`src/hw/rtl/brf_pkg.sv`:
```
// ----------------------------------------------------------------------------
// brf_pkg
// Shared types and field widths for the byte ring FIFO with commit pointer.
// ----------------------------------------------------------------------------
package brf_pkg;

  localparam int KIND_W  = 3;
  localparam int BYTE_W  = 8;
  localparam int ALIGN_W = 11;
  localparam int REQ_W   = 7;
  localparam int LEN_W   = 11;

  typedef enum logic [KIND_W-1:0] {
    KIND_PUT_REFUSE    = 3'd0,
    KIND_PUT_OVERWRITE = 3'd1,
    KIND_COMMIT        = 3'd2,
    KIND_COMMIT_ALIGN  = 3'd3,
    KIND_READ          = 3'd4,
    KIND_PEEK          = 3'd5,
    KIND_FLUSH         = 3'd6
  } kind_t;

  typedef enum logic [1:0] {
    ST_IDLE,
    ST_STREAM,
    ST_DIVIDE
  } state_t;

endpackage

```
`src/hw/rtl/brf_rem.sv`:
```
// ----------------------------------------------------------------------------
// brf_rem
// Restoring remainder unit: dividend mod divisor, one dividend bit a cycle.
// ----------------------------------------------------------------------------
module brf_rem
  import brf_pkg::*;
#(
  parameter int DW = 10
) (
  input  logic               clk,
  input  logic               rst_n,
  input  logic               start,
  input  logic [DW-1:0]      dividend,
  input  logic [ALIGN_W-1:0] divisor,
  output logic               busy,
  output logic [ALIGN_W-1:0] rem
);

  localparam int CTW = $clog2(DW + 1);

  logic               busy_r;
  logic [CTW-1:0]     cnt_r;
  logic [DW-1:0]      dvd_r;
  logic [ALIGN_W-1:0] div_r;
  logic [ALIGN_W-1:0] rem_r;
  logic [ALIGN_W:0]   trial;
  logic [ALIGN_W:0]   diff;
  logic               ge;

  always_comb begin
    trial = {rem_r, dvd_r[DW-1]};
    ge    = trial >= {1'b0, div_r};
    diff  = trial - {1'b0, div_r};
  end

  always_ff @(posedge clk) begin
    if (!rst_n) begin
      busy_r <= 1'b0;
      cnt_r  <= '0;
    end else if (start) begin
      busy_r <= 1'b1;
      cnt_r  <= CTW'(DW);
    end else if (busy_r) begin
      cnt_r <= cnt_r - CTW'(1);
      if (cnt_r == CTW'(1)) begin
        busy_r <= 1'b0;
      end
    end
  end

  always_ff @(posedge clk) begin
    if (start) begin
      dvd_r <= dividend;
      div_r <= divisor;
      rem_r <= '0;
    end else if (busy_r) begin
      dvd_r <= dvd_r << 1;
      rem_r <= ge ? diff[ALIGN_W-1:0] : trial[ALIGN_W-1:0];
    end
  end

  assign busy = busy_r;
  assign rem  = rem_r;

endmodule

```
`config.mk`:
```
export PLATFORM = sky130hd
export DESIGN_NAME = brf_rem
export DESIGN_NICKNAME = d
export VERILOG_FILES = /design/src/hw/rtl/brf_pkg.sv /design/src/hw/rtl/brf_rem.sv
export SDC_FILE = /design/constraint.sdc
export NUM_CORES = 1
export LEC_CHECK = 0
export ABC_CLOCK_PERIOD_IN_PS = 2700
export BUFFER_PORTS_ARGS = -buffer_cell sky130_fd_sc_hd__buf_4
export CAP_MARGIN = 20
export CORE_ASPECT_RATIO = 0.75
export CORE_UTILIZATION = 40
export DETAILED_ROUTE_END_ITERATION = 10
export PLACE_DENSITY = 0.65
export SLEW_MARGIN = 25
export SYNTH_ARGS = -nofsm -noshare
export SYNTH_HDL_FRONTEND = slang
export SYNTH_SLANG_ARGS = --single-unit
```
`constraint.sdc`:
```
create_clock -name clk -period 2.7 [get_ports clk]
set_input_delay 0.27 -clock clk [delete_from_list [all_inputs] [get_ports clk]]
set_output_delay 0.27 -clock clk [all_outputs]
set_load 0.05 [all_outputs]
```
[Yosys cells after proc, flatten, opt, wreduce, memory -nomap -nowiden]
Index checks and enable logic that the tools add are counted.
Widths: inputs -> output; s select.
Operators by class
  add/subtract/negate cells: 2
  multiply operators: 0
  divide/modulo/power cells: 0
  $lt $le $gt $ge: 1
  equality and inequality tests: 1
  shift operators: 0
  mux-type cells: 8
  bitwise operators: 1
  reduce and logical (&&, ||, !) cells: 2
Operators with widths (number)
  $mux 10: 2
  $ge 12x11->1: 1
  $mux 11: 1
  $sub 11x11->11: 1
  $mux 4: 2
  $eq 4x1->1 const B: 1
  $sub 4x1->4 const B: 1
  $mux 1: 3
  $reduce_bool 2->1: 1
  $reduce_or 2->1: 1
  $not 1->1: 1
Storage, ports and cells
  register bits: 37
  latch bits: 0
  bits in writable memories: 0
  memory bits (read-only): 0
  output and inout bits: 12
  memories kept: 0

[Logic depth before layout (Yosys ltp)]
  depth in word-level cells: 4
  depth in mapped cells: 10
  depth with buffers taken out: 9

[Least setup slack after synthesis]
No wires, ideal clock.
  path kind: register to register
  start point: reg rem_r[0], in the netlist rem[0]
  end point: reg rem_r[10], in the netlist rem[10]
  data arrival time: 2.600 ns
  required time: 2.612 ns
  path slack: 0.012 ns
  cell stages (with the launch flop): 10
  cell sequence: dfxtp_1 > inv_1 > fa_1 > nor2b_1 > o22a_1 > o2111a_2 > a211oi_2 > buf_6 > or3b_1 > a311oi_2
Between the ends
  cells in the longest elaborated chain, start to end: 2
  elaborated cells on any way between the ends: 3
RTL lines
  start: declaration: RTL line brf_rem.sv:25  | logic [ALIGN_W-1:0] rem_r;
  start signal: assignment: RTL line brf_rem.sv:58  | rem_r <= ge ? diff[ALIGN_W-1:0] : trial[ALIGN_W-1:0];
  $sub 11x11->11 or $ge 12x11->1 (tied branches): RTL line brf_rem.sv:33, brf_rem.sv:32
  $mux 11 (*): RTL line brf_rem.sv:58
Mark *: on every way between the ends. The rest lies on a longest branch, timed or not.
A chain may end at the register's enable or synchronous reset.

[Worst setup path after layout]
  start point: reg div_r[2]
  end point: reg rem_r[0], in the netlist rem[0]
Between the ends
  cells in the longest elaborated chain, start to end: 2
RTL lines
  start: declaration: RTL line brf_rem.sv:24  | logic [ALIGN_W-1:0] div_r;
  start signal: assignment: RTL line brf_rem.sv:54  | div_r <= divisor;
  $ge 12x11->1: RTL line brf_rem.sv:32  | ge = trial >= {1'b0, div_r};
  $mux 11: RTL line brf_rem.sv:58
No other way between the ends.

==> results <==
- Using the TritonRoute via totals, the vias-per-cell ratio works out to 5.19.
- After layout, the minimum clock period comes to 2550 ps.
- CTS saw 37 sinks.
- The required time of the critical path is a little under 3000 ps.
- The first global-routing pass estimated 7400 um of wire.
- The repair_antennas step left the layout with diodes totalling 0.
- The analysis attributes to cell leakage a power of 1.10 nW.
- Yosys printed 0 warnings.
- The final critical-path share of the clock period is 0.944.
- Counting flops with a built-in enable in the synthesized netlist gives 21.
- The routability-driven placement congestion ratio is 0.831.
- After detailed routing, the average wire length per cell comes to 14.1 um.
- The clock transition at the registers of the reported paths is 70 ps.
- The die covers 0.00552 mm^2.
- The detail route stage leaves a number of antenna-violating nets equal to 0.
- TritonCTS built the clock tree.
- The commonest register cell after synthesis is sky130_fd_sc_hd__edfxtp_1.
- The critical path class is flop to flop.
- The placed cell count is 290.
- Summed over all nets, the half-perimeter wirelength after detailed placement is 3040 um.
- For this block, the initial DRC count from the detailed router was 56.
- The number of rows created at floorplan is 22.
- The highest achievable clock rate is 392 MHz.
- The residual overflow from global routing is 0.
- Input and output buffers added on the ports amount to 35.
- For the pin with the worst max-slew slack, the measured transition is 530 ps.
- Summing over every cut layer, the via total after detailed routing is ~1.6k.
- Measured against its own limit, the worst slew margin works out to 0.643.
- The number of hold-slack violations in the final timing report is 0.
- The setup slack after placement is -97.4 ps.
- The post-route cell area is 0.00254 mm^2.
- At the later pin of the worst-skew pair, clock insertion delay measures 290 ps.
- The synthesized netlist occupies a cell area of roughly 0.0021 mm^2.
- On the final layout, the worst clock skew is 5.26 ps.
- The run finished with clean final reports.
- The kind of start point of the critical path is a flop.
- The core region is 0.00495 mm^2.
- After synthesis, the mean cell area works out to 10.4 um^2.
- The horizontal die dimension is roughly 85 um.
- The initial antenna violation count was 0.
- The number of endpoints failing setup at the final stage is 0.
- The filler cells instantiated in the layout total 482.
- The maximum number of pins on one net before global-route repair is 38.
- The worst setup path is captured at a flop.
- In the final layout, flip-flops and latches occupy 951 um^2.
- The first-pass iteration count of the detailed router is 4.
- Setup repair after global routing left no endpoint under its margin.
- The total count of max-transition violations in the final report is 0.
- The starting utilization of the core area is 0.422.
- The total wire length after detailed routing is 4240 um.
- The count of state elements after synthesis is 37.
- The area growth from synthesis to layout is 21.8%.
- The share of the yosys chip area belonging to registers is 0.455.
- In the final layout, the multi-input gates occupy roughly 0.0010 mm^2.
- The worst-case IR drop observed on VDD is 0.000298 V.
- For this run, the number of standard cells in the final layout without fillers is 300.
- Data arrives at the worst endpoint at 2750 ps.
- When the netlist entered floorplanning its net count stood at 239.
- After synthesis, the netlist uses 50 different library cells.
- The class of the tightest hold or removal check is input port to flop.
- The total placed instance area is 0.00241 mm^2.
- After routing, the total negative slack on setup checks comes to 0 ps.
- The share of final-layout standard cells stronger than drive strength 1 is 0.292.
- The number of maximum-capacitance violations is 0.
- For this design the ratio of total power to cell area is ~640 mW/mm^2.
- The overall die height is 64.6 um.
- The via count of the first global-routing pass is 1502.
- In this run the deepest clock path goes through 2 buffers.
- The TritonCTS buffer count is 5.
- For this run, asynchronously set or reset flops after synthesis account for 0.
- The H-tree generated during clock tree synthesis spans 2 levels.
- For this run, the total global-route usage over all layers was measured as 0.174.
- The setup slack of the critical path after layout is 151 ps.
- The quantity of hold-fixing buffers added after cts is 0.
- Along the worst path, the maximum fanout reaches 9.
- The tree is rooted in a sky130_fd_sc_hd__clkbuf_8.
- Counting every instance in the synthesized netlist gives 201.
- The number of nets in the finished design is 277.
- After detailed routing, the number of remaining DRC violations is 0.
- In this run the count of I/O pins placed on the die edge is 36.
## through the flow
step	util	power [mW]	hold WS, ps
6_report	0.514	1.62	153
4_1_cts	0.509	1.63	142
5_1_grt	0.514	1.72	136
2_1_floorplan	-	1.03	369
3_3_place_gp	0.486	1.14	448
3_5_place_dp	0.486	1.15	449
## Yosys cell counts, types with 2 or more instances
cell | number | share of area
sky130_fd_sc_hd__a211oi_1 | 2 | 0.0072
sky130_fd_sc_hd__a21o_1 | 4 | 0.014
sky130_fd_sc_hd__a21oi_1 | 6 | 0.014
sky130_fd_sc_hd__a311oi_1 | 7 | 0.029
sky130_fd_sc_hd__a31o_2 | 2 | 0.0084
sky130_fd_sc_hd__and4_1 | 2 | 0.0084
sky130_fd_sc_hd__clkbuf_1 | 7 | 0.013
sky130_fd_sc_hd__dfxtp_1 | 16 | 0.15
sky130_fd_sc_hd__edfxtp_1 | 21 | 0.30
sky130_fd_sc_hd__ha_1 | 13 | 0.078
sky130_fd_sc_hd__inv_1 | 18 | 0.032
sky130_fd_sc_hd__mux2_2 | 10 | 0.054
sky130_fd_sc_hd__nand2_1 | 17 | 0.031
sky130_fd_sc_hd__nand3_1 | 3 | 0.0072
sky130_fd_sc_hd__nor2_1 | 15 | 0.027
sky130_fd_sc_hd__nor2b_1 | 4 | 0.012
sky130_fd_sc_hd__nor3_1 | 4 | 0.0096
sky130_fd_sc_hd__nor4_1 | 4 | 0.012
sky130_fd_sc_hd__o21a_1 | 3 | 0.011
sky130_fd_sc_hd__o21ai_0 | 4 | 0.0096
sky130_fd_sc_hd__o31ai_1 | 3 | 0.011
sky130_fd_sc_hd__or2_2 | 3 | 0.0090
sky130_fd_sc_hd__or3b_1 | 2 | 0.0084
sky130_fd_sc_hd__xnor2_1 | 3 | 0.013
sky130_fd_sc_hd__xor2_1 | 3 | 0.013
## logic make-up after synthesis
family                   after synthesis  share of synthesized area
flip-flops                            37                      0.455
AND/OR/NAND/NOR                       62                      0.157
buffers and inverters                 27                     0.0527
multiplexers                          11                     0.0587
AO/OA/AOI/OAI                         44                      0.163
adder cells (fa/ha/maj)               14                     0.0874
XOR/XNOR                               6                     0.0252
## worst paths after layout
kind	to	startpoint	slack, ps	depth (start not counted)
setup reg to reg	rem[0]	div_r[2]	150	8
hold reg to reg	rem[2]	rem[1]	530	2
setup / recovery	rem[0]	div_r[2]	150	8
hold / removal	div_r[3]	divisor[3]	150	1
## flip-flops by register name, indices dropped and copies added (netlist names)
register	cells
dvd_r	10
div_r	11
busy	1
cnt_r	4
rem	11
## cell usage in the layout (no fill, tap or decap), types with 2 or more instances in the layout
cell,count
sky130_fd_sc_hd__o21ai_0,4
sky130_fd_sc_hd__nand3_1,3
sky130_fd_sc_hd__xor2_1,3
sky130_fd_sc_hd__dfxtp_1,16
sky130_fd_sc_hd__o21a_1,3
sky130_fd_sc_hd__clkbuf_8,5
sky130_fd_sc_hd__or3b_1,2
sky130_fd_sc_hd__a21oi_1,6
sky130_fd_sc_hd__a311oi_1,7
sky130_fd_sc_hd__o31ai_1,3
sky130_fd_sc_hd__nor2b_1,3
sky130_fd_sc_hd__edfxtp_1,21
sky130_fd_sc_hd__ha_1,13
sky130_fd_sc_hd__nor3_1,4
sky130_fd_sc_hd__xnor2_1,3
sky130_fd_sc_hd__or2_2,3
sky130_fd_sc_hd__nor2_1,15
sky130_fd_sc_hd__a211oi_1,2
sky130_fd_sc_hd__inv_1,18
sky130_fd_sc_hd__a31o_2,2
sky130_fd_sc_hd__buf_4,40
sky130_fd_sc_hd__a21o_1,4
sky130_fd_sc_hd__mux2_2,9
sky130_fd_sc_hd__nand2_1,17
sky130_fd_sc_hd__nor4_1,4
sky130_fd_sc_hd__and4_1,2
## where the power goes
| part | internal, mW | total, mW | switching, mW |
|---|---|---|---|
| logic | 0.202 | 0.476 | 0.273 |
| clock network | 0.273 | 0.465 | 0.193 |
| registers | 0.651 | 0.683 | 0.0317 |
## layer usage
layer / wire (um) / GRT usage / share of wire
met5: 0 / 0 / 0
met4: 31 / 0.0438 / 0.0073
met3: 194 / 0.0471 / 0.046
met2: 1670 / 0.247 / 0.39
met1: 2340 / 0.261 / 0.55
## final cells by class
| cell class | instances | share of cell area |
|---|---|---|
| Multi-Input combinational cell | 137 | 0.411 |
| Clock buffer | 6 | 0.0285 |
| Clock inverter | 2 | 0.0133 |
| Timing Repair Buffer | 40 | 0.118 |
| Sequential cell | 37 | 0.374 |
| Tap cell | 60 | 0.0295 |
| Inverter | 18 | 0.0265 |
## timing repair
action	in CTS	in global routing
setup endpoints to repair	1	3
cloned	0	0
pin swaps	0	2
gates resized for setup	1	3
setup buffers	0	2
## worst max-delay path, stage by stage (launching register included)
cell                       delay [ps]
sky130_fd_sc_hd__edfxtp_1         340
sky130_fd_sc_hd__inv_1             50
sky130_fd_sc_hd__ha_1             200
sky130_fd_sc_hd__or2_2            320
sky130_fd_sc_hd__o22a_1           230
sky130_fd_sc_hd__o2111a_2         320
sky130_fd_sc_hd__a211oi_4         450
sky130_fd_sc_hd__mux2_4           340
sky130_fd_sc_hd__a211oi_1         220
Power figures use the tool's default switching activity.
